$ cat config.mk
export PLATFORM = sky130hd
export DESIGN_NAME = bdd_cfg_regs
export DESIGN_NICKNAME = d
export VERILOG_FILES = /design/src/hdl/bdd_pkg.sv /design/src/hdl/bdd_cfg_regs.sv
export SDC_FILE = /design/constraint.sdc
export NUM_CORES = 1
export LEC_CHECK = 0
export ABC_CLOCK_PERIOD_IN_PS = 1900
export BUFFER_PORTS_ARGS = -buffer_cell sky130_fd_sc_hd__clkbuf_2
export CAP_MARGIN = 10
export CORE_MARGIN = 2
export CORE_UTILIZATION = 45
export CTS_CLUSTER_SIZE = 30
export DETAILED_ROUTE_END_ITERATION = 7
export PLACE_DENSITY = 0.85
export SLEW_MARGIN = 25
export SYNTH_ARGS = -nofsm -noshare
export SYNTH_HDL_FRONTEND = slang
export SYNTH_SLANG_ARGS = --single-unit
$ cat constraint.sdc
create_clock -name clk -period 1.9 [get_ports clk]
set_input_delay 0.285 -clock clk [delete_from_list [all_inputs] [get_ports clk]]
set_output_delay 0.285 -clock clk [all_outputs]
set_load 0.05 [all_outputs]
$ cat src/hdl/bdd_pkg.sv
// bdd_pkg: shared types, constants and the green interpolation function
// for the directional bayer demosaic core
// no dependencies
package bdd_pkg;

	localparam int PIX_W         = 8;
	localparam int GRN_W         = 10;
	localparam int WIN           = 7;
	localparam int LINES         = 6;
	localparam int DEF_MAX_WIDTH = 4096;
	localparam int MIN_DIM       = 12;
	localparam int WIDTH_W       = 13;
	localparam int HEIGHT_W      = 16;
	localparam int COL_W         = 12;
	localparam int ROW_W         = 16;
	localparam int APB_AW        = 4;
	localparam int APB_DW        = 32;

	typedef enum logic [1:0] {
		REG_WIDTH  = 2'd0,
		REG_HEIGHT = 2'd1,
		REG_PHASE  = 2'd2
	} reg_idx_t;

	typedef logic [PIX_W-1:0] pix_t;
	typedef logic [WIN-1:0][WIN-1:0][PIX_W-1:0] win_t;
	typedef logic signed [GRN_W-1:0] grn_t;

	typedef struct packed {
		logic [WIDTH_W-1:0]  width;
		logic [HEIGHT_W-1:0] height;
		logic [1:0]          phase;
	} cfg_t;

	typedef struct packed {
		logic             valid;
		logic             emit;
		logic             rpar;
		logic             cpar;
		logic [COL_W-1:0] col;
		logic [ROW_W-1:0] row;
		logic             last;
	} meta_t;

	typedef struct packed {
		pix_t             red;
		pix_t             green;
		pix_t             blue;
		logic [COL_W-1:0] col;
		logic [ROW_W-1:0] row;
		logic             last;
	} rgb_t;

	function automatic logic signed [11:0] s12(input pix_t p);
		return $signed({4'b0, p});
	endfunction

	function automatic logic signed [11:0] abs12(input logic signed [11:0] v);
		return (v < 0) ? -v : v;
	endfunction

	// one direction: half-sum estimate plus quarter second-derivative correction
	function automatic logic signed [11:0] dir_est(input pix_t vc, input pix_t m1,
			input pix_t p1, input pix_t m2, input pix_t p2);
		logic [9:0]          e;
		logic [9:0]          a;
		logic signed [11:0]  t;
		e = ({2'b0, m1} + {2'b0, p1} + 10'd1) >> 1;
		a = ({2'b0, m2} + {2'b0, p2} + 10'd1) >> 1;
		t = s12(vc) - $signed({2'b0, a}) + 12'sd1;
		return $signed({2'b0, e}) + (t >>> 1);
	endfunction

	function automatic grn_t green_fn(input logic rb, input pix_t vc,
			input pix_t xm1, input pix_t xp1, input pix_t xm2, input pix_t xp2,
			input pix_t ym1, input pix_t yp1, input pix_t ym2, input pix_t yp2);
		logic signed [11:0] gh;
		logic signed [11:0] gv;
		logic [9:0]         eh;
		logic [9:0]         ev;
		logic [9:0]         avg;
		logic signed [11:0] res;
		gh  = abs12(s12(xm1) - s12(xp1)) + abs12((s12(vc) <<< 1) - s12(xm2) - s12(xp2));
		gv  = abs12(s12(ym1) - s12(yp1)) + abs12((s12(vc) <<< 1) - s12(ym2) - s12(yp2));
		eh  = ({2'b0, xm1} + {2'b0, xp1} + 10'd1) >> 1;
		ev  = ({2'b0, ym1} + {2'b0, yp1} + 10'd1) >> 1;
		avg = (eh + ev + 10'd1) >> 1;
		if (!rb) begin
			res = s12(vc);
		end else if (gh < gv) begin
			res = dir_est(vc, xm1, xp1, xm2, xp2);
		end else if (gv < gh) begin
			res = dir_est(vc, ym1, yp1, ym2, yp2);
		end else begin
			res = $signed({2'b0, avg});
		end
		return res[GRN_W-1:0];
	endfunction

endpackage

$ cat src/hdl/bdd_cfg_regs.sv
// bdd_cfg_regs: apb register file for geometry and mosaic phase
// depends on bdd_pkg
module bdd_cfg_regs (
	input  logic                        clk,
	input  logic                        arst_n,
	input  logic                        psel,
	input  logic                        penable,
	input  logic                        pwrite,
	input  logic [bdd_pkg::APB_AW-1:0]  paddr,
	input  logic [bdd_pkg::APB_DW-1:0]  pwdata,
	output logic [bdd_pkg::APB_DW-1:0]  prdata,
	output logic                        pready,
	output bdd_pkg::cfg_t               cfg
);
	import bdd_pkg::*;

	cfg_t     cfg_q;
	reg_idx_t idx;
	logic     wr;

	assign idx    = reg_idx_t'(paddr[APB_AW-1:2]);
	assign wr     = psel & penable & pwrite;
	assign pready = 1'b1;
	assign cfg    = cfg_q;

	always_ff @(posedge clk or negedge arst_n) begin
		if (!arst_n) begin
			cfg_q.width  <= WIDTH_W'(640);
			cfg_q.height <= HEIGHT_W'(480);
			cfg_q.phase  <= 2'd0;
		end else if (wr) begin
			unique case (idx)
				REG_WIDTH:  cfg_q.width  <= pwdata[WIDTH_W-1:0];
				REG_HEIGHT: cfg_q.height <= pwdata[HEIGHT_W-1:0];
				REG_PHASE:  cfg_q.phase  <= pwdata[1:0];
				default: ;
			endcase
		end
	end

	always_comb begin
		unique case (idx)
			REG_WIDTH:  prdata = APB_DW'(cfg_q.width);
			REG_HEIGHT: prdata = APB_DW'(cfg_q.height);
			REG_PHASE:  prdata = APB_DW'(cfg_q.phase);
			default:    prdata = '0;
		endcase
	end
endmodule

* Word level (Yosys, flattened, before mapping) *
Index checks and enable logic that the tools add are counted.

operators by class
  equality and inequality tests = 2
  bitwise gates (word level) = 2
  reductions and logical operators = 4
  multiplexer cells = 1

operators by type and width
  kind                                                  number
  one-hot mux 16 bit (3 select lines)                   1
  AND reduction 2 bit                                   3
  AND 1 bit                                             2
  equality test 2 x 1 -> 1 bit (second input constant)  1
  equality test 2 bit (second input constant)           1
  zero test 2 bit                                       1

storage, ports and cells
  register bits after elaboration = 31
  output and inout bits = 64
  logic and storage cells = 12
  input port bits = 41

* Depth between registers and ports, before layout *
  depth in word-level cells = 3
  depth in mapped cells = 4

* Least setup slack after synthesis *
Ideal clock, no wire load.

  path kind = register to output
  start point = register cfg_q (netlist bit cfg[2])
  end point = output port prdata[0] (netlist name)
  path buffers = 0
  path slack = -0.244 ns
  arrival = 1.859 ns
  required time = 1.615 ns
  stages on the path, launching flop included = 3
  cell sequence = dfrtp_1 mux2i_1 o21ai_0

on the way
  cells in the longest elaborated chain, start to end = 1

ends and longest elaborated chain
  element                              line                source
  from (decl)                          bdd_cfg_regs.sv:17  cfg_t cfg_q;
  one-hot mux 16 bit (3 select lines)  bdd_cfg_regs.sv:42  unique case (idx)
  to (decl)                            bdd_cfg_regs.sv:11  output logic [bdd_pkg::APB_DW-1:0] prdata,

Every way passes these cells.

* Worst setup path after layout *
  start point = input port paddr[2] (netlist name)
  end point = output port prdata[8] (netlist name)

on the way
  cells in the longest elaborated chain, start to end = 2

ends and longest elaborated chain
  element                                      line                source
  from (decl)                                  bdd_cfg_regs.sv:9   input logic [bdd_pkg::APB_AW-1:0] paddr,
  equality test 2 bit (tied with other cells)  bdd_cfg_regs.sv:42
  one-hot mux 16 bit (3 select lines) (*)      bdd_cfg_regs.sv:42

Mark *: on every way between the ends. The rest lies on a longest branch, timed or not.

==> impl_metrics.tcl <==
set metrics [dict create \
    critical_path.startpoint_type "input port" \
    rsz0062_at_grt "false" \
    worstSetupPathType "in2out" \
    nets 239 \
    avgViaCountPerCell 4.71 \
    route.vias.total 1154 \
    stdcell_count 245 \
    cp_slowest_cell "clkbuf_2" \
    layout_commonest_cell "clkbuf_2" \
    row_count 21 \
    postCtsSetupBuffers 0 \
    cp_slowest_stage_delay_ns 0.32 \
    crit_arrival_ns 1.35 \
    dpl_cell_area_um2 1910 \
    grt_pass1_wl_um 5060 \
    seq_area_frac_synth_pct 49.7 \
    use_met1_pct 18.7 \
    endpoint_kind "output port" \
    initial_core_util_pct 47.2 \
    overflow 0 \
    status "complete, no violations" \
    r2r_cells 1 \
    tightestPinTransition_ns 0.755 \
    setup_viol 0 \
    final_cell_mix "clkbuf_2, mux2_2, dfrtp_1, conb_1, mux2i_1" \
    timing.fmax_ghz 0.613 \
    ys.warnings.count 0 \
    cts-resized-gates 0 \
    dpl.cell_count 237 \
    wl_per_cell_um 12.6 \
    min_period_ns 1.63 \
    synth.distinct_cells 18 \
    ios 105 \
    finalHoldViolCount 0 \
    slew_headroom_pct 49.7 \
    report.final.slew_viol_count 0 \
    switchingPower_mw 1.31 \
    drt_iter0_drc 23 \
    grt_pass1_vias 1098 \
    path_depth 5 \
    cts_made_buffers 5 \
    timing.setup.tns_ns 0 \
    pwr-share-clk_pct 16.1 \
    p_leak_nw 1.04 \
    wirelength_um 3080 \
    ant_nets 0 \
    crit_chain "clkbuf_2, buf_4, mux2i_1, nor2_1, clkbuf_2" \
    core_area_um2 3340 \
    required_ns 1.62 \
    synthCells 124 \
    dieArea_um2 3990 \
    cp_max_fo 13 \
    use_met3_pct 4.82 \
    clk_path_buf_depth 2 \
    io_buffers 69 \
    cts_hold_repair.buffers 0 \
    cts.sinks 31 \
    die_x_um 63.2 \
    busiest_layer "met2" \
    h-tree-depth 2 \
    fin_skew_ns 0 \
    grt_usage_pct 16.7 \
    vdd_drop_max_mv 0.648 \
    synth_area_per_cell_um2 12.7 \
    min_period_over_period_pct 85.9 \
    largest_reg_flops 31 \
    drv_cap 0 \
    path_clk_slew_ns 0.09 \
    p_comb_share_pct 48.4 \
    use_met2_pct 28.5 \
    synth_area_um2 1580 \
    hp-class "in2async" \
    switching_share_pct 49.1 \
    dr.pass1.iters 4 \
    cts_tree "yes" \
    clk_latency_ns 0.32 \
    ys_seq_elements 31 \
    hpwl_um 2280 \
    area_delta_synth_final_pct 25.7 \
    power_density_nw_per_um2 1350 \
    critPathTopFamily "buffers and inverters" \
    cp_num_buf_inv 3 \
    drive_gt1_share_pct 61.3 \
    stdcell_area_um2 1980 \
    cpMostUsedCell "clkbuf_2" \
    remaining_drc_errors 0 \
    grt_max_degree 32 \
    clock_tree.root_cell "clkbuf_4" \
    place.gp.congestion 0.764 \
    pwr-share-seq_pct 35.6 \
    p_int_mw 1.36 \
    diodes 0 \
    postLayoutCoreUtil_pct 59.4 \
    fp.dieH_um 63.2 \
    grt_antenna_before_repair 0 \
]
## worst paths after layout
kind / startpoint / end / slack (ns)
max: paddr[2] / prdata[8] / 0.27
min: arst_n / cfg[11]$_DFFE_PN0P_ / 0.02
max reg2reg: cfg[4]$_DFFE_PN0P_ / cfg[4]$_DFFE_PN0P_ / 1.11
min reg2reg: cfg[17]$_DFFE_PN0P_ / cfg[17]$_DFFE_PN0P_ / 0.54
max in group asynchronous: arst_n / cfg[1]$_DFFE_PN0P_ / 1.41
min in group clk: pwdata[13] / cfg[15]$_DFFE_PN0P_ / 0.18
## layout make-up
type | instances | area [um^2]
clock buffers | 8 | 68.8
flip-flops and latches | 31 | 783
multi-input cells | 85 | 681
repair buffers | 75 | 390
well taps | 46 | 57.6
fillers | 312 | 1360
## routing by layer
layer  share of wire [%]  vias to the layer above  routed length [um]
li1                    -                      536                   -
met2                  47                       61                1440
met1                  42                      549                1300
met4                 2.2                        0                  67
met5                   0                        -                   0
met3                 8.8                        8                 270
## Yosys cell counts, drive strengths merged
cell type	instances	share of area [%]
and2	3	1.2
nor3	1	0.64
nor3b	1	1.2
or3b	1	0.56
dfstp	6	10
mux2	31	22
dfrtp	25	40
conb	2	0.48
nor2b	2	0.79
nor2	11	2.6
buf	22	10
o21ai	2	0.64
clkbuf	1	0.24
nand2	2	0.48
nand3	1	0.64
mux2i	13	8.3
## kinds of logic after synthesis
logic type	Yosys count	share of synthesized area, %
mux	44	30.4
other cells	2	0.477
buf+inv	23	10.6
flops	31	49.7
simple gates	22	8.10
compound gates	2	0.635
## metrics by stage
step / setup slack [ns] / total power, mW / hold slack, ns
after floorplan: 0.126 / 2.00 / -0.0106
after global placement: 0.271 / 2.25 / 0.383
after detailed placement: 0.257 / 2.26 / 0.392
after CTS: 0.256 / 2.71 / 0.0235
after global routing: 0.182 / 2.80 / 0.0560
final: 0.268 / 2.67 / 0.0164
## power by group through the flow
| stage | combinational [mW] | clock [mW] | sequential [mW] |
|---|---|---|---|
| finish | 1.29 | 0.430 | 0.951 |
| global route | 1.34 | 0.477 | 0.976 |
| CTS | 1.30 | 0.452 | 0.953 |
| detailed placement | 1.30 | 0 | 0.964 |
| global placement | 1.29 | 0 | 0.958 |
| floorplan | 0.503 | 0 | 1.50 |
Power figures use the tool's default switching activity.
