File: src/hdl/bdd_pkg.sv
// bdd_pkg: shared types, constants and the green interpolation function
// for the directional bayer demosaic core
// no dependencies
package bdd_pkg;

	localparam int PIX_W         = 8;
	localparam int GRN_W         = 10;
	localparam int WIN           = 7;
	localparam int LINES         = 6;
	localparam int DEF_MAX_WIDTH = 4096;
	localparam int MIN_DIM       = 12;
	localparam int WIDTH_W       = 13;
	localparam int HEIGHT_W      = 16;
	localparam int COL_W         = 12;
	localparam int ROW_W         = 16;
	localparam int APB_AW        = 4;
	localparam int APB_DW        = 32;

	typedef enum logic [1:0] {
		REG_WIDTH  = 2'd0,
		REG_HEIGHT = 2'd1,
		REG_PHASE  = 2'd2
	} reg_idx_t;

	typedef logic [PIX_W-1:0] pix_t;
	typedef logic [WIN-1:0][WIN-1:0][PIX_W-1:0] win_t;
	typedef logic signed [GRN_W-1:0] grn_t;

	typedef struct packed {
		logic [WIDTH_W-1:0]  width;
		logic [HEIGHT_W-1:0] height;
		logic [1:0]          phase;
	} cfg_t;

	typedef struct packed {
		logic             valid;
		logic             emit;
		logic             rpar;
		logic             cpar;
		logic [COL_W-1:0] col;
		logic [ROW_W-1:0] row;
		logic             last;
	} meta_t;

	typedef struct packed {
		pix_t             red;
		pix_t             green;
		pix_t             blue;
		logic [COL_W-1:0] col;
		logic [ROW_W-1:0] row;
		logic             last;
	} rgb_t;

	function automatic logic signed [11:0] s12(input pix_t p);
		return $signed({4'b0, p});
	endfunction

	function automatic logic signed [11:0] abs12(input logic signed [11:0] v);
		return (v < 0) ? -v : v;
	endfunction

	// one direction: half-sum estimate plus quarter second-derivative correction
	function automatic logic signed [11:0] dir_est(input pix_t vc, input pix_t m1,
			input pix_t p1, input pix_t m2, input pix_t p2);
		logic [9:0]          e;
		logic [9:0]          a;
		logic signed [11:0]  t;
		e = ({2'b0, m1} + {2'b0, p1} + 10'd1) >> 1;
		a = ({2'b0, m2} + {2'b0, p2} + 10'd1) >> 1;
		t = s12(vc) - $signed({2'b0, a}) + 12'sd1;
		return $signed({2'b0, e}) + (t >>> 1);
	endfunction

	function automatic grn_t green_fn(input logic rb, input pix_t vc,
			input pix_t xm1, input pix_t xp1, input pix_t xm2, input pix_t xp2,
			input pix_t ym1, input pix_t yp1, input pix_t ym2, input pix_t yp2);
		logic signed [11:0] gh;
		logic signed [11:0] gv;
		logic [9:0]         eh;
		logic [9:0]         ev;
		logic [9:0]         avg;
		logic signed [11:0] res;
		gh  = abs12(s12(xm1) - s12(xp1)) + abs12((s12(vc) <<< 1) - s12(xm2) - s12(xp2));
		gv  = abs12(s12(ym1) - s12(yp1)) + abs12((s12(vc) <<< 1) - s12(ym2) - s12(yp2));
		eh  = ({2'b0, xm1} + {2'b0, xp1} + 10'd1) >> 1;
		ev  = ({2'b0, ym1} + {2'b0, yp1} + 10'd1) >> 1;
		avg = (eh + ev + 10'd1) >> 1;
		if (!rb) begin
			res = s12(vc);
		end else if (gh < gv) begin
			res = dir_est(vc, xm1, xp1, xm2, xp2);
		end else if (gv < gh) begin
			res = dir_est(vc, ym1, yp1, ym2, yp2);
		end else begin
			res = $signed({2'b0, avg});
		end
		return res[GRN_W-1:0];
	endfunction

endpackage

File: src/hdl/bdd_interp.sv
// bdd_interp: directional green at the 3x3 core of the window, then
// color-difference red and blue with clamping
// depends on bdd_pkg
module bdd_interp (
	input  logic            clk,
	input  logic            arst_n,
	input  logic            en,
	input  logic [1:0]      phase,
	input  bdd_pkg::win_t   win,
	input  bdd_pkg::meta_t  meta_s2,
	output logic            res_valid,
	output bdd_pkg::rgb_t   res
);
	import bdd_pkg::*;

	grn_t   g2 [3][3];
	grn_t   g_s3 [3][3];
	pix_t   raw_s3 [3][3];
	logic   ctr_rb_s3;
	logic   ctr_red_s3;
	logic   hv_red_s3;
	meta_t  meta_s3;
	logic   ry;
	logic   rx;

	assign ry = phase[0];
	assign rx = phase[0] ^ phase[1];

	for (genvar di = 0; di < 3; di++) begin : g_row
		for (genvar dj = 0; dj < 3; dj++) begin : g_col
			localparam int I = di + 2;
			localparam int J = dj + 2;
			logic rp, cp, rb;
			assign rp = meta_s2.rpar ^ I[0];
			assign cp = meta_s2.cpar ^ J[0];
			assign rb = ((rp == ry) && (cp == rx)) || ((rp != ry) && (cp != rx));
			assign g2[di][dj] = green_fn(rb, win[I][J],
				win[I][J-1], win[I][J+1], win[I][J-2], win[I][J+2],
				win[I-1][J], win[I+1][J], win[I-2][J], win[I+2][J]);
		end
	end

	always_ff @(posedge clk) begin
		if (en) begin
			for (int i = 0; i < 3; i++) begin
				for (int j = 0; j < 3; j++) begin
					g_s3[i][j]   <= g2[i][j];
					raw_s3[i][j] <= win[i+2][j+2];
				end
			end
			// center (3,3): row parity rpar^1, column parity cpar^1
			ctr_red_s3 <= ((meta_s2.rpar ^ 1'b1) == ry) && ((meta_s2.cpar ^ 1'b1) == rx);
			ctr_rb_s3  <= (((meta_s2.rpar ^ 1'b1) == ry) && ((meta_s2.cpar ^ 1'b1) == rx))
				|| (((meta_s2.rpar ^ 1'b1) != ry) && ((meta_s2.cpar ^ 1'b1) != rx));
			// side neighbor (3,2) is red: row parity matches, column parity cpar
			hv_red_s3  <= ((meta_s2.rpar ^ 1'b1) == ry) && (meta_s2.cpar == rx);
		end
	end

	always_ff @(posedge clk or negedge arst_n) begin
		if (!arst_n) begin
			meta_s3 <= '0;
		end else if (en) begin
			meta_s3 <= meta_s2;
		end
	end

	function automatic logic signed [13:0] cd(input pix_t p, input grn_t g);
		return $signed({6'b0, p}) - 14'(g);
	endfunction

	function automatic logic signed [13:0] tdiv(input logic signed [13:0] x,
			input int unsigned sh);
		logic signed [13:0] n;
		n = -x;
		return (x < 0) ? -(n >>> sh) : (x >>> sh);
	endfunction

	function automatic pix_t clamp8(input logic signed [13:0] v);
		return (v < 0) ? '0 : ((v > 14'sd255) ? 8'd255 : v[7:0]);
	endfunction

	logic signed [13:0] gc;
	logic signed [13:0] dsum;
	logic signed [13:0] hsum;
	logic signed [13:0] vsum;
	logic signed [13:0] rv;
	logic signed [13:0] bv;

	always_comb begin
		gc   = 14'(g_s3[1][1]);
		dsum = cd(raw_s3[0][0], g_s3[0][0]) + cd(raw_s3[0][2], g_s3[0][2])
			+ cd(raw_s3[2][0], g_s3[2][0]) + cd(raw_s3[2][2], g_s3[2][2]);
		hsum = cd(raw_s3[1][0], g_s3[1][0]) + cd(raw_s3[1][2], g_s3[1][2]);
		vsum = cd(raw_s3[0][1], g_s3[0][1]) + cd(raw_s3[2][1], g_s3[2][1]);
		if (ctr_rb_s3) begin
			if (ctr_red_s3) begin
				rv = $signed({6'b0, raw_s3[1][1]});
				bv = gc + tdiv(dsum + 14'sd2, 2);
			end else begin
				bv = $signed({6'b0, raw_s3[1][1]});
				rv = gc + tdiv(dsum + 14'sd2, 2);
			end
		end else if (hv_red_s3) begin
			rv = gc + tdiv(hsum + 14'sd1, 1);
			bv = gc + tdiv(vsum + 14'sd1, 1);
		end else begin
			rv = gc + tdiv(vsum + 14'sd1, 1);
			bv = gc + tdiv(hsum + 14'sd1, 1);
		end
		res.red   = clamp8(rv);
		res.green = clamp8(gc);
		res.blue  = clamp8(bv);
		res.col   = meta_s3.col;
		res.row   = meta_s3.row;
		res.last  = meta_s3.last;
	end

	assign res_valid = meta_s3.valid && meta_s3.emit;
endmodule

File: config.mk
export PLATFORM = sky130hd
export DESIGN_NAME = bdd_interp
export DESIGN_NICKNAME = d
export VERILOG_FILES = /design/src/hdl/bdd_pkg.sv /design/src/hdl/bdd_interp.sv
export SDC_FILE = /design/constraint.sdc
export NUM_CORES = 2
export LEC_CHECK = 0
export ABC_AREA = 0
export BUFFER_PORTS_ARGS = -buffer_cell sky130_fd_sc_hd__clkbuf_2
export CAP_MARGIN = 20
export CORE_AREA = 5 5 557 559
export CTS_BUF_LIST = sky130_fd_sc_hd__clkbuf_4 sky130_fd_sc_hd__clkbuf_8
export DETAILED_ROUTE_END_ITERATION = 6
export DIE_AREA = 0 0 562 564
export GPL_TIMING_DRIVEN = 0
export PLACE_DENSITY = 0.36
export SETUP_SLACK_MARGIN = 0.02
export SLEW_MARGIN = 15
export SYNTH_ARGS = -nofsm -noshare
export SYNTH_HDL_FRONTEND = slang
export SYNTH_SLANG_ARGS = --single-unit
File: constraint.sdc
create_clock -name clk -period 9.67 [get_ports clk]
set_clock_uncertainty 0.2 [all_clocks]
set_input_delay 1.934 -clock clk [delete_from_list [all_inputs] [get_ports clk]]
set_output_delay 1.934 -clock clk [all_outputs]
set_load 0.005 [all_outputs]
; ---- Word level (Yosys, flattened, before mapping)
; Memory sizes are Yosys's and may differ from the RTL's.
; Index checks and enable logic that the tools add are counted.
[totals]
ff_bits = 34
ram_bits = 162
input_bits = 430
output_inout_bits = 54
elab_cells = 454
n_memories = 2
[mem_list]
columns = name, depth, width, read_ports, rd_ports_with_merged_regs, wr, line
row1 = g_s3, 3, 30, 3, 0, 3, bdd_interp.sv:17  ; grn_t g_s3 [3][3];
row2 = raw_s3, 3, 24, 3, 0, 3, bdd_interp.sv:18  ; pix_t raw_s3 [3][3];
[op_classes]
add_sub_neg = 277
magnitude_cmp = 63
eq_ne = 8
n_mux = 80
n_bitwise = 3
reduce_logical = 13
[ops]
columns = cell, n
row1 = $mux W12, 36
row2 = $add A9 B1 Y10 const B, 36
row3 = $add A8 B8 Y9, 36
row4 = $mux W10, 27
row5 = $add A12 B12 Y12, 18
row6 = $lt A12 B12 Y1, 18
row7 = $neg A11 Y12, 18
row8 = $neg A9 Y12, 18
row9 = $add A10 B2 Y11 const B, 18
row10 = $lt A11 B1 Y1 const B, 18
row11 = $sub A10 B9 Y11, 18
row12 = $add A10 B10 Y10, 18
row13 = $sub A8 B9 Y10, 18
row14 = $sub A9 B8 Y10, 18
row15 = $lt A9 B1 Y1 const B, 18
row16 = $sub A8 B8 Y9, 18
row17 = $mux W14, 9
row18 = $add A10 B1 Y10 const B, 9
row19 = $add A9 B9 Y10, 9
row20 = $sub A9 B10 Y11, 8
row21 = $neg A13 Y14, 4
row22 = $mux W8, 6
row23 = $add A10 B14 Y14, 3
row24 = $lt A14 B1 Y1 const B, 3
row25 = 18 further kinds, 42

; ---- Depth between registers and ports, before layout
; An unclocked memory read counts as a cell.
[logic_depth]
ltp_word = 15
mapped_depth = 40
mapped_depth_nobuf = 39

; ---- Least setup slack after synthesis
; Ideal clock, no wire load.
[synth_timing]
path_type = reg2out
start = memory g_s3[0][1] in the netlist's numbering
end = output res[51] in the netlist's numbering
t_arrival_ps = 6833
t_required_ps = 7536
setup_slack_ps = 703
stages_incl_launch_ff = 30
path_buffers = 1
cell_sequence = edfxtp_1 fa_1 inv_1 fa_1 fa_1 inv_1 fa_1 inv_1 ha_1 a211oi_1 o21bai_1 o2111ai_1 a211oi_1 or4_1 and3_1 clkbuf_1 nor2_1 xor2_1 ha_1 o21a_1 a2111oi_0 o21ai_0 a21oi_1 nor2_1 xnor2_1 nand4_1 o21ai_0 nand2_1 a211oi_1 nor2_1
[synth_lines]
columns = element, line
row1 = "start, declared", bdd_interp.sv:17
row2 = "end, declared", bdd_interp.sv:12  ; output bdd_pkg::rgb_t res

==> summary.txt <==
Route
  • DRC: 0
  • DR vias/cell: 4.81
  • Routed vias: 68,900
  • Initial drt markers: 4,315
  • Routed Antenna Nets: 0
  • First-pass DRT Iterations: 6
  • WL per Instance: 22.7 um
  • Post-Route WL: 325 mm

Clocking
  • Hold Buf Count CTS: 0
  • CTS H-tree lvls: 4
  • Worst skew pair latency: 650 ps
  • Clk slew on worst S/H paths: 150 ps
  • Clock root cell: clkbuf_8
  • CTS tree: built
  • Clock buffer depth: 2
  • TritonCTS buffer count: 17
  • Sinks on Clock Net: 196

Setup path
  • Crit Path Class: reg -> out
  • Crit path DAT: 8070 ps
  • Number of cells on the critical path: 29
  • CP Max Fanout: 8
  • CP Data Required Time: 7540 ps
  • CP top delay family: adder cells
  • R2R setup slack: 8710 ps
  • Worst Setup Start Kind: register
  • Most used cell, CP: fa_1
  • FF-to-FF path depth: 1
  • Worst path bufs/invs: 4
  • Max stage delay on crit path: 560 ps
  • Critical Path End Type: output pin
  • Cell at the slowest stage of the critical path: edfxtp_1

Synthesis
  • Ys async rst share: 15.8%
  • Post-Syn Area: 75,800 um^2
  • #FFs+latches synth: 196
  • Post-synth EDFFs: 165
  • Synth cell types: 101
  • Most used DFF post-synth: edfxtp_1
  • Number of synthesis warnings: 0
  • Register area share after synthesis: 7.56%
  • Cell count after synthesis: 9,739
  • Synth Area per Inst: 7.79 um^2

Global routing
  • Initial antenna violation count: 84
  • Total GRT Usage: 19.8%
  • Vias in the first global route: 67,200
  • First-pass GRT wire length: 457 mm
  • Largest net degree at the start of global routing: 82
  • Grt ovf: 0

Final layout
  • Commonest non-fill, non-tap cell in the layout: ha_1
  • Most frequent cells in the layout: ha_1, inv_1, nor2_1, xnor2_1, a21oi_1
  • Synth-to-Final Area Change: 13.7%
  • # fillers: 32,700
  • Layout cells sized above 1: 9.10%
  • Nets@finish: 12,500
  • Fin cells: 14,300

Run status
  • Failing checks: setup timing
  • Status: complete, but fails checks

Place
  • Gp weighted congestion: 0.884
  • Input/output buffers: 355
  • Post-detailed-placement half-perimeter wirelength: 272 mm
  • Placed Instances: 14,200

STA
  • RSZ-0062 raised after global routing: true
  • Setup Viol. Count Final: 16
  • Minimum clock period: 10,200 ps
  • Final period utilization: 106%
  • Final hold violations: 0
  • Worst Tran Pin Value: 1210 ps
  • Peak Freq: 98.0 MHz
  • Slew HR: 19.1%
  • Final Max Slew Viols: 0
  • Final WS setup: -534 ps

Floorplanning
  • Die ar.: 317,000 um^2
  • Die width: 562 um
  • Core Area: 305,000 um^2
  • Die Ht: 564 um
  • Initial cell density of the core: 24.9%
  • Num rows: 203
  • IO Count: 484

Run
  • Max Cap Violations: 0

Hold path
  • Hold Path Class: reg -> reg
  • Hold Crit Depth: 1
[cell families (layout without fill, tap and decap cells)]
| group | Yosys count | count (layout) | share of synthesized area [%] |
|---|---|---|---|
| other | 1 | 72 | 0.00494 |
| multiplexers | 158 | 158 | 2.17 |
| AND/OR/NAND/NOR | 2568 | 2568 | 16.7 |
| AO/OA/AOI/OAI | 2464 | 2464 | 20.4 |
| flip-flops | 196 | 196 | 7.56 |
| XOR/XNOR | 1290 | 1290 | 14.9 |
| buffers and inverters | 1288 | 1805 | 6.52 |
| adder cells (fa/ha/maj) | 1774 | 1774 | 31.7 |
[registers in the layout, indices dropped and copies added, names as in the netlist]
register and flops:
hv_red_s3 1, res 29, ctr_rb_s3 1, raw_s3 72, meta_s3 2, g_s3 90
ctr_red_s3 1
[cells in the mapped netlist (50+ instances only)]
cell	instances	share of area, %
ha_1	1516	25
inv_1	1149	5.7
nor2_1	936	4.6
xnor2_1	816	9.4
a21oi_1	731	4.8
o21ai_0	557	3.7
xor2_1	470	5.4
nand2_1	425	2.1
nor2b_1	304	2.5
a21o_1	286	2.8
o21bai_1	260	2.6
fa_1	245	6.5
nand2b_1	203	1.7
edfxtp_1	165	6.5
a21boi_0	151	1.5
nor3_1	133	0.88
nand3_1	113	0.75
mux2i_1	108	1.4
clkbuf_1	100	0.49
o21a_1	100	0.99
a211oi_1	73	0.72
nor3b_1	68	0.67
o31ai_1	67	0.66
or3_1	59	0.49
and3_1	57	0.47
nand4_1	52	0.43
mux2_2	50	0.74
[final cells by class]
cell class,count,area [um^2],share of cell area (%)
Antenna cell,18,45.0,0.0522
Buffer,136,653,0.757
Clock buffer,17,234,0.271
Clock inverter,15,203,0.235
Inverter,1150,4430,5.14
Multi-Input combinational cell,8308,66800,77.4
Sequential cell,196,5730,6.65
Tap cell,3997,5000,5.80
Timing Repair Buffer,487,3170,3.68
[through the flow]
stage	instance area, um^2	TNS (ps)	util, %	hold WS (ps)	setup WS [ps]
detailed placement	83200	-158300	27.3	290	-2050
global placement	82800	-197990	27.2	283	-2960
global route	86200	-13820	28.3	336	-915
CTS	85200	-11010	28.0	321	-792
floorplan	76000	0	-	272	703
finish	86200	-7950	28.3	315	-534
[path summary, 6_finish.rpt]
| check | start | end |
|---|---|---|
| max reg2reg | res[1] | res[1] |
| min reg2reg | meta_s3[32] | meta_s3[32] |
| max in group asynchronous | arst_n | res[27] |
| min in group asynchronous | arst_n | res[13] |
| min | meta_s3[32] | meta_s3[32] |
| max | g_s3[0][20] | res[47] |
[repair_timing]
item,4_1_cts,5_1_grt
endpoints found under the hold margin,0,0
resized for setup,220,211
buffers inserted,77,34
setup endpoints to repair,106,105
pin swaps,66,57
[layer usage]
metal  vias to the layer above  global-route usage, %  share of wire (%)
met5                         -                      0              0.074
met4                        38                   5.24                2.9
met3                       263                   3.03                5.0
met2                      1500                   32.5                 45
met1                     32400                   26.9                 47
li1                      34700                      -                  -
Power is not shown: default switching activity piles up to over one toggle a cycle in this logic, so the estimate is an artifact.
