--- config.mk ---
export PLATFORM = sky130hd
export DESIGN_NAME = bdd_out_queue
export DESIGN_NICKNAME = d
export VERILOG_FILES = /design/src/hdl/bdd_pkg.sv /design/src/hdl/bdd_out_queue.sv
export SDC_FILE = /design/constraint.sdc
export NUM_CORES = 1
export LEC_CHECK = 0
export BUFFER_PORTS_ARGS = -buffer_cell sky130_fd_sc_hd__buf_2
export CAP_MARGIN = 20
export CORE_UTILIZATION = 40
export CTS_CLUSTER_DIAMETER = 200
export DETAILED_ROUTE_END_ITERATION = 8
export PLACE_DENSITY = 0.63
export SETUP_SLACK_MARGIN = 0.15
export SLEW_MARGIN = 25
export SYNTH_ARGS = -nofsm -noshare
export SYNTH_HDL_FRONTEND = slang
export SYNTH_SLANG_ARGS = --single-unit
--- constraint.sdc ---
create_clock -name clk -period 4.4 [get_ports clk]
set_clock_uncertainty 0.2 [all_clocks]
set_input_delay 0.88 -clock clk [delete_from_list [all_inputs] [get_ports clk]]
set_output_delay 0.88 -clock clk [all_outputs]
set_load 0.01 [all_outputs]
--- src/hdl/bdd_pkg.sv ---
// bdd_pkg: shared types, constants and the green interpolation function
// for the directional bayer demosaic core
// no dependencies
package bdd_pkg;

	localparam int PIX_W         = 8;
	localparam int GRN_W         = 10;
	localparam int WIN           = 7;
	localparam int LINES         = 6;
	localparam int DEF_MAX_WIDTH = 4096;
	localparam int MIN_DIM       = 12;
	localparam int WIDTH_W       = 13;
	localparam int HEIGHT_W      = 16;
	localparam int COL_W         = 12;
	localparam int ROW_W         = 16;
	localparam int APB_AW        = 4;
	localparam int APB_DW        = 32;

	typedef enum logic [1:0] {
		REG_WIDTH  = 2'd0,
		REG_HEIGHT = 2'd1,
		REG_PHASE  = 2'd2
	} reg_idx_t;

	typedef logic [PIX_W-1:0] pix_t;
	typedef logic [WIN-1:0][WIN-1:0][PIX_W-1:0] win_t;
	typedef logic signed [GRN_W-1:0] grn_t;

	typedef struct packed {
		logic [WIDTH_W-1:0]  width;
		logic [HEIGHT_W-1:0] height;
		logic [1:0]          phase;
	} cfg_t;

	typedef struct packed {
		logic             valid;
		logic             emit;
		logic             rpar;
		logic             cpar;
		logic [COL_W-1:0] col;
		logic [ROW_W-1:0] row;
		logic             last;
	} meta_t;

	typedef struct packed {
		pix_t             red;
		pix_t             green;
		pix_t             blue;
		logic [COL_W-1:0] col;
		logic [ROW_W-1:0] row;
		logic             last;
	} rgb_t;

	function automatic logic signed [11:0] s12(input pix_t p);
		return $signed({4'b0, p});
	endfunction

	function automatic logic signed [11:0] abs12(input logic signed [11:0] v);
		return (v < 0) ? -v : v;
	endfunction

	// one direction: half-sum estimate plus quarter second-derivative correction
	function automatic logic signed [11:0] dir_est(input pix_t vc, input pix_t m1,
			input pix_t p1, input pix_t m2, input pix_t p2);
		logic [9:0]          e;
		logic [9:0]          a;
		logic signed [11:0]  t;
		e = ({2'b0, m1} + {2'b0, p1} + 10'd1) >> 1;
		a = ({2'b0, m2} + {2'b0, p2} + 10'd1) >> 1;
		t = s12(vc) - $signed({2'b0, a}) + 12'sd1;
		return $signed({2'b0, e}) + (t >>> 1);
	endfunction

	function automatic grn_t green_fn(input logic rb, input pix_t vc,
			input pix_t xm1, input pix_t xp1, input pix_t xm2, input pix_t xp2,
			input pix_t ym1, input pix_t yp1, input pix_t ym2, input pix_t yp2);
		logic signed [11:0] gh;
		logic signed [11:0] gv;
		logic [9:0]         eh;
		logic [9:0]         ev;
		logic [9:0]         avg;
		logic signed [11:0] res;
		gh  = abs12(s12(xm1) - s12(xp1)) + abs12((s12(vc) <<< 1) - s12(xm2) - s12(xp2));
		gv  = abs12(s12(ym1) - s12(yp1)) + abs12((s12(vc) <<< 1) - s12(ym2) - s12(yp2));
		eh  = ({2'b0, xm1} + {2'b0, xp1} + 10'd1) >> 1;
		ev  = ({2'b0, ym1} + {2'b0, yp1} + 10'd1) >> 1;
		avg = (eh + ev + 10'd1) >> 1;
		if (!rb) begin
			res = s12(vc);
		end else if (gh < gv) begin
			res = dir_est(vc, xm1, xp1, xm2, xp2);
		end else if (gv < gh) begin
			res = dir_est(vc, ym1, yp1, ym2, yp2);
		end else begin
			res = $signed({2'b0, avg});
		end
		return res[GRN_W-1:0];
	endfunction

endpackage

--- src/hdl/bdd_out_queue.sv ---
// bdd_out_queue: two-entry result queue that decouples the pipeline
// from the output handshake
// depends on bdd_pkg
module bdd_out_queue (
	input  logic            clk,
	input  logic            arst_n,
	input  logic            push,
	input  bdd_pkg::rgb_t   din,
	output logic            room,
	output logic            dout_valid,
	input  logic            dout_ready,
	output bdd_pkg::rgb_t   dout
);
	import bdd_pkg::*;

	rgb_t       ent_q [2];
	logic       wp_q;
	logic       rp_q;
	logic [1:0] cnt_q;
	logic       pop;

	assign pop        = dout_valid && dout_ready;
	assign dout_valid = (cnt_q != 2'd0);
	assign dout       = ent_q[rp_q];
	assign room       = (cnt_q != 2'd2);

	always_ff @(posedge clk) begin
		if (push) begin
			ent_q[wp_q] <= din;
		end
	end

	always_ff @(posedge clk or negedge arst_n) begin
		if (!arst_n) begin
			wp_q  <= 1'b0;
			rp_q  <= 1'b0;
			cnt_q <= 2'd0;
		end else begin
			if (push) wp_q <= ~wp_q;
			if (pop)  rp_q <= ~rp_q;
			cnt_q <= cnt_q + {1'b0, push} - {1'b0, pop};
		end
	end

	a_no_overflow: assert property (@(posedge clk) disable iff (!arst_n)
		!(push && (cnt_q == 2'd2)))
		else $error("result pushed into full queue");
	a_cnt_range: assert property (@(posedge clk) disable iff (!arst_n)
		cnt_q != 2'd3)
		else $error("queue count out of range");
	a_pop_only: assert property (@(posedge clk) disable iff (!arst_n)
		(pop && !push) |=> (cnt_q == $past(cnt_q) - 2'd1))
		else $error("queue count did not drop after a pop");
endmodule

Word-level counts from Yosys, hierarchy flattened
Memories as Yosys holds them, arrays and structs flattened.
Index checks and enable logic that the tools add are counted.
- register bits: 4
- bits in latches: 0
- memory bits (writable): 106
- ROM bits: 0
- input port bits: 57
- memories kept: 1
- add/sub/neg operators: 2
- $mul: 0
- div/mod/pow operators: 0
- $lt $le $gt $ge: 0
- eq/ne operators: 1
- shift-type cells: 0
- mux-type cells: 2
- bitwise logic cells: 2
- reduce and logical (&&, ||, !) cells: 2
- memories (memory ; depth ; bits a word ; rd ports ; clocked after Yosys merged registers in ; write ports ; line ; RTL):
    ent_q ; 2 ; 53 ; 1 ; 0 ; 1 ; bdd_out_queue.sv:16 ; rgb_t ent_q [2];
- operator list (operator ; count):
    $add 2x1->2 ; 1
    $mux 1 ; 2
    $ne 2x2->1 const B ; 1
    $not 1->1 ; 2
    $reduce_bool 2->1 ; 1
    $sub 2x1->2 ; 1
    $logic_and 1x1->1 ; 1

Depth between registers and ports, before layout
Gate-level depths: netlist of the first run.
- word-level depth: 3
- depth in mapped cells: 6
- mapped depth without buffers: 6

Worst setup path before layout of the first run
Ideal clock, no wire load.
- path type: input -> register
- start: input port push
- end: memory ent_q[0][0] (netlist name) (enable)
- setup time: 470 ps
- arrival time: 3225 ps
- setup slack: 505 ps
- stages: 1
- buffers on the path: 0
- cells stage by stage: nor2b_1
- longest elaborated chain between the ends: 2
- ends and longest elaborated chain (element ; line ; RTL):
    start: declaration ; bdd_out_queue.sv:7 ; input logic push,
    $mux 1 ; bdd_out_queue.sv:28 ; if (push) begin
    $mux 1 (implied by the code) ; bdd_out_queue.sv:29 ; ent_q[wp_q] <= din;
    end: declaration ; bdd_out_queue.sv:16 ;
Every way passes these cells.

==> Flow_metrics.wiki, run 1 <==
{| class="wikitable"
! Metric !! Value
|-
| Largest buffer count on any clock path || 2
|-
| Vertical die dimension || 105 um
|-
| Number of hold-repair buffers added at the cts stage || 0
|-
| Met3 usage || 0.0421
|-
| Area of the mapped netlist || 4270 um^2
|-
| Endpoint arrival time on the critical path || 2030 ps
|-
| Flop and latch count out of synthesis || 110
|-
| Path type of the worst min-delay path || in -> async
|-
| Total grt overflow || 0
|-
| Type of element capturing the critical path || output port
|-
| Width of the die || 105 um
|-
| CTS Root Buffer Type || clkbuf_8
|-
| Drt total wl || 6.56 mm
|-
| Peak supply drop || 0.407 mV
|-
| Most Used Layer, Global Route || met2
|-
| Post-Synthesis Cells || 182
|-
| Final worst path period share || 0.707
|-
| Run status || finished clean
|-
| Worst rel slew slack || 0.335
|-
| Count of vias placed by the detailed router || 2018
|-
| Net total in the final layout || 360
|-
| Mean routed wirelength per cell || 14.8 um
|-
| GP Congestion || 0.631
|-
| Clock tree from TritonCTS || built
|-
| Share of layout cells above drive strength 1 || 0.608
|-
| Part of the Yosys area used for sequential elements || 0.768
|-
| Crit path time final || 3110 ps
|-
| Register clock-pin slew on the reported worst setup and hold paths || 100 ps
|-
| Post-cts resize count || 0
|-
| Syn_area_per_cell || 23.5 um^2
|-
| Core area || 10300 um^2
|-
| Post-route DRC violation count || 0
|-
| Number of filler instances in the final layout || 858
|-
| CTS sink cnt || 110
|-
| Count of max-cap constraint violations || 0
|-
| Met1 capacity usage during global routing || 0.151
|-
| Number of standard-cell rows in the floorplan || 37
|-
| Largest fanout on the critical path || 54
|-
| Setup repair after global routing missed its margin || no
|-
| Total power per unit cell area || 610 nW/um^2
|-
| Critical Path Source Type || register
|-
| Number of synthesis warnings || 0
|-
| Level count of the clock H-tree || 3
|-
| Count of antenna-violating nets left after detailed routing || 0
|-
| Num CTS Buffers || 9
|-
| Cells along the critical path || mux2_2, buf_2
|-
| Post-Place Cells || 426
|-
| Setup slack of the worst register-to-register path || 2360 ps
|-
| Antenna Diode Count || 0
|-
| Number of unique standard cell types used by synthesis || 15
|-
| Initial antenna violation count || 0
|-
| Final max-slew violation count || 0
|-
| # setup viols final || 0
|-
| GRT Total Usage || 0.120
|-
| IO Port Bufs || 111
|-
| Number of top-level design ports || 112
|-
| Number of nets in the synthesized netlist || 241
|-
| Cells on worst reg2reg path || 2
|-
| Post-DP HPWL || 4.24 mm
|-
| Post-CTS Setup Repair Bufs || 0
|-
| Slew of the pin with the lowest slew margin || 997 ps
|-
| Number of failing hold endpoints at the final stage || 0
|-
| Req. time, crit path || 3320 ps
|-
| Via/cell ratio || 4.57
|-
| Slowest cell on the critical path || dfrtp_4
|-
| Startpoint of the worst register-to-register path || wp_q
|-
| Initial DRT Pass Iterations || 4
|-
| Area growth, synth to finish || 20.0%
|-
| Count of routing violations after the opening detailed-route iteration || 41
|-
| Final TNS setup || 0 ps
|-
| Peak per-stage delay on the critical path || 1100 ps
|-
| Full die area || 11100 um^2
|-
| Most common cell after layout, fill and taps aside || buf_2
|-
| Skew-Pair Late Insertion Delay || 350 ps
|-
| GRT met2 Usage || 0.198
|-
| Vias in the first global route || 1990
|-
| Critical path class || reg -> out
|-
| Peak clock frequency supported by timing || 0.321 GHz
|-
| Endpoint of the worst-slack reg-to-reg timing path || ent_q[1][44]
|-
| Initial Utilization || 0.414
|-
| Non-filler cells in the finished layout || 442
|-
| Maximum number of pins on one net before global-route repair || 55
|-
| Wire length of the first global-routing pass || 9.98 mm
|-
| Leakage power figure || 2.07 nW
|-
| Top library cells by usage in the layout, fill and taps aside || buf_2, edfxtp_1, mux2_4
|}
[cells by family (layout without fill, tap and decap cells)]
group | count (synthesis) | count (layout) | share of synthesized area
simple gates | 4 | 4 | 0.00527
flops | 110 | 110 | 0.768
mux | 53 | 53 | 0.183
compound gates | 1 | 1 | 0.00176
fa+ha+maj | 2 | 2 | 0.00586
buf+inv | 8 | 132 | 0.0278
xor+xnor | 4 | 4 | 0.00820
[synth_stat cells]
cell type  instances  area [um^2]
and2_1             1         6.26
buf_12             5          100
buf_6              1         11.3
dfrtp_1            4          100
edfxtp_1         106         3180
ha_1               2         25.0
inv_1              2         7.51
mux2_2             4         45.0
mux2_4            49          736
nand2_1            1         3.75
nor2b_1            1         6.26
o21a_1             1         7.51
or2_2              1         6.26
xnor2_1            2         17.5
xor2_1             2         17.5
[flip-flops by register name (all words and copies together) (netlist names)]
name,flops
ent_q,106
wp_q,1
cnt_q,2
rp_q,1
[metal layers]
metal,vias to the layer above,part of all wire,wire (um)
met4,0,0.0043,28
met1,1002,0.44,2900
li1,946,-,-
met5,-,0,0
met2,68,0.49,3220
met3,2,0.061,403
[critical path, delay by kind of cell, from the launching register on]
kind | cells | cell delay, ps
buf+inv | 1 | 140
flops | 1 | 1100
mux | 1 | 420
[area by class of cell]
cell class	instances	area [um^2]	area share
clock buffer	10	128	0.0249
clock inverter	6	77.6	0.0151
inverter	2	7.51	0.00146
multi-input combinational	64	880	0.172
sequential	110	3290	0.641
tap	136	170	0.0332
timing repair buffer	114	578	0.113
[metrics by stage]
| step | hold slack (ps) | utilization | power, mW | setup WS (ps) | instance area, um^2 |
|---|---|---|---|---|---|
| after floorplan | 255 | - | 2.31 | 505 | 4270 |
| final | 110 | 0.497 | 3.13 | 1290 | 5130 |
| after global routing | 82.3 | 0.497 | 3.29 | 1170 | 5130 |
| after detailed placement | 329 | 0.477 | 2.57 | 1640 | 4920 |
| after global placement | 323 | 0.477 | 2.55 | 1640 | 4920 |
| after CTS | 83.7 | 0.497 | 3.18 | 1220 | 5130 |
[power breakdown]
group	leakage, nW	switching, mW	total, mW	internal [mW]
clock network	0.101	0.338	0.613	0.275
registers	1.04	0.189	1.58	1.39
logic	0.924	0.383	0.933	0.550
[how the worst max path moves through the flow]
stage          from           to  slack, ps  cells past startpoint
3_3_place_gp   rp_q     dout[52]       1640                      2
6_report       rp_q     dout[52]       1290                      2
5_1_grt        rp_q      dout[2]       1170                      2
3_5_place_dp   rp_q      dout[2]       1640                      2
4_1_cts        rp_q      dout[2]       1220                      2
2_1_floorplan  push  ent_q[0][0]        510                      1
Power figures use the tool's default switching activity.
==> inputs of run 2 (changes only) <==
Clock period 4.4 ns to 2.9 ns, I/O delays scaled along.
==> run 2 against run 1 <==
Effect of this change: design area grew 0.85%; clock power rose by 46%; wire length about the same; die area is the same; via count is 0.50% lower; total power is 52% higher.
==> Flow_metrics.wiki, run 2 (synthesized netlist as in run 1, its figures left out) <==
{| class="wikitable"
! Metric !! Value
|-
| Number of standard-cell rows in the floorplan || 37
|-
| Final max-slew violation count || 0
|-
| Full die area || 11100 um^2
|-
| Count of routing violations after the opening detailed-route iteration || 35
|-
| Cell Area, Placed || 4970 um^2
|-
| Count of antenna-violating nets left after detailed routing || 0
|-
| CTS Root Buffer Type || clkbuf_8
|-
| Clock tree from TritonCTS || built
|-
| Largest registers in the final layout || ent_q: 106 flops, cnt_q: 2 flops
|-
| Largest buffer count on any clock path || 2
|-
| CTS sink cnt || 110
|-
| Via/cell ratio || 4.50
|-
| IO Port Bufs || 111
|-
| Startpoint of the worst register-to-register path || wp_q
|-
| Endpoint of the worst hold path || ent_q[1][13]
|-
| Post-DP HPWL || 4.32 mm
|-
| Run status || finished clean
|-
| Leakage power figure || 2.09 nW
|-
| Peak supply drop || 0.567 mV
|-
| Flip-flop count of the largest register, all copies and words added || 106
|-
| GRT Total Usage || 0.118
|-
| Critical Path Source Type || register
|-
| Largest fanout on the critical path || 25
|-
| Register with the most flip-flops || ent_q
|-
| Critical hold path startpoint || din[13]
|-
| Antenna Diode Count || 0
|-
| Core area || 10300 um^2
|-
| Critical path class || reg -> out
|-
| Req. time, crit path || 2120 ps
|-
| Setup slack of the worst register-to-register path || 1170 ps
|-
| Post-route design area || 5170 um^2
|-
| Slew of the pin with the lowest slew margin || 489 ps
|-
| Endpoint arrival time on the critical path || 1840 ps
|-
| Number of top-level design ports || 112
|-
| Total power per unit cell area || 918 nW/um^2
|-
| Mean routed wirelength per cell || 14.7 um
|-
| Post-CTS Setup Repair Bufs || 0
|-
| Share of layout cells above drive strength 1 || 0.603
|-
| Path type of the worst min-delay path || in -> reg
|-
| Wire length of the first global-routing pass || 9.80 mm
|-
| Cells on Worst Hold Path || 1
|-
| Num CTS Buffers || 9
|-
| Cells on worst reg2reg path || 2
|-
| Worst rel slew slack || 0.674
|-
| Drt total wl || 6.55 mm
|-
| Count of vias placed by the detailed router || 2008
|-
| Most common cell after layout, fill and taps aside || buf_2
|-
| Vertical die dimension || 105 um
|-
| Post-Place Cells || 429
|-
| Post-route DRC violation count || 0
|-
| Peak clock frequency supported by timing || 0.381 GHz
|-
| Total power || 4.75 mW
|-
| Slowest cell on the critical path || dfrtp_4
|-
| # setup viols final || 0
|-
| Register clock-pin slew on the reported worst setup and hold paths || 100 ps
|-
| Level count of the clock H-tree || 3
|-
| Maximum number of pins on one net before global-route repair || 37
|-
| Net total in the final layout || 364
|-
| CP top delay family || flip-flops
|-
| Cells along the critical path || buf_4, mux2_4, buf_2
|-
| Number of failing hold endpoints at the final stage || 0
|-
| Initial Utilization || 0.414
|-
| Final TNS setup || 0 ps
|-
| Endpoint of the worst-slack reg-to-reg timing path || ent_q[1][15]
|-
| Type of element capturing the critical path || output port
|-
| Setup repair after global routing missed its margin || no
|-
| Skew-Pair Late Insertion Delay || 350 ps
|-
| Vias in the first global route || 1972
|-
| Initial DRT Pass Iterations || 4
|-
| GP Congestion || 0.704
|-
| Total grt overflow || 0
|-
| Count of max-cap constraint violations || 0
|-
| Crit path time final || 2620 ps
|-
| Non-filler cells in the finished layout || 446
|-
| Area growth, synth to finish || 21.0%
|-
| Peak per-stage delay on the critical path || 740 ps
|-
| Final worst path period share || 0.904
|-
| Top library cells by usage in the layout, fill and taps aside || buf_2, edfxtp_1, mux2_4
|-
| Worst path buffer plus inverter count || 2
|-
| Initial antenna violation count || 0
|-
| Width of the die || 105 um
|}
-- run 2: cell count changes in the layout (fill, tap and decap cells not counted) --
cell	previous run	this run
buf_12	0	2
clkbuf_1	1	3
inv_8	2	0
buf_4	3	4
clkinv_4	1	2
clkinvlp_4	1	0
dlygate4sd3_1	0	1
-- run 2: worst max-delay path by stage --
stage               from          end  cells past startpoint  slack, ps
detailed placement  rp_q      dout[7]                      3        640
floorplan           push  ent_q[0][0]                      1        300
global route        rp_q     dout[12]                      3        190
CTS                 rp_q      dout[7]                      3        240
finish              rp_q      dout[7]                      3        280
global placement    rp_q      dout[8]                      3        660
-- run 2: final cells by class --
type / count / area (um^2)
multi-input cells: 64 / 880
well taps: 136 / 170
fillers: 875 / 5150
inverters: 2 / 7.51
clock buffers: 12 / 135
repair buffers: 118 / 636
flip-flops and latches: 110 / 3290
clock inverters: 4 / 56.3
-- run 2: repair_timing --
action | 4_1_cts | 5_1_grt
hold endpoints to repair | 4 | 0
hold buffers | 1 | 0
gates resized for setup | 0 | 0
-- run 2: where the power goes --
group | total, mW | leakage (nW) | internal [mW] | switching [mW]
combinational | 1.57 | 0.951 | 0.868 | 0.698
sequential | 2.29 | 1.04 | 2.11 | 0.175
clock | 0.894 | 0.0952 | 0.408 | 0.486
-- run 2: worst reg2reg max path, stage by stage (launching register included) --
cell and delay, ps:
dfrtp_1 420, and2_2 490, buf_12 300
-- run 2: routing by layer --
layer	vias to the layer above	routed length, um	global-route usage
met2	72	3220	0.199
met1	978	2840	0.145
li1	951	-	-
met4	0	77	0.0513
met3	7	410	0.0291
met5	-	0	0
-- run 2: stage by stage --
stage,hold WS (ps),util,setup WS (ps)
floorplan,84.4,-,295
global placement,189,0.481,656
detailed placement,191,0.481,642
CTS,188,0.501,235
global route,187,0.501,188
finish,205,0.501,278
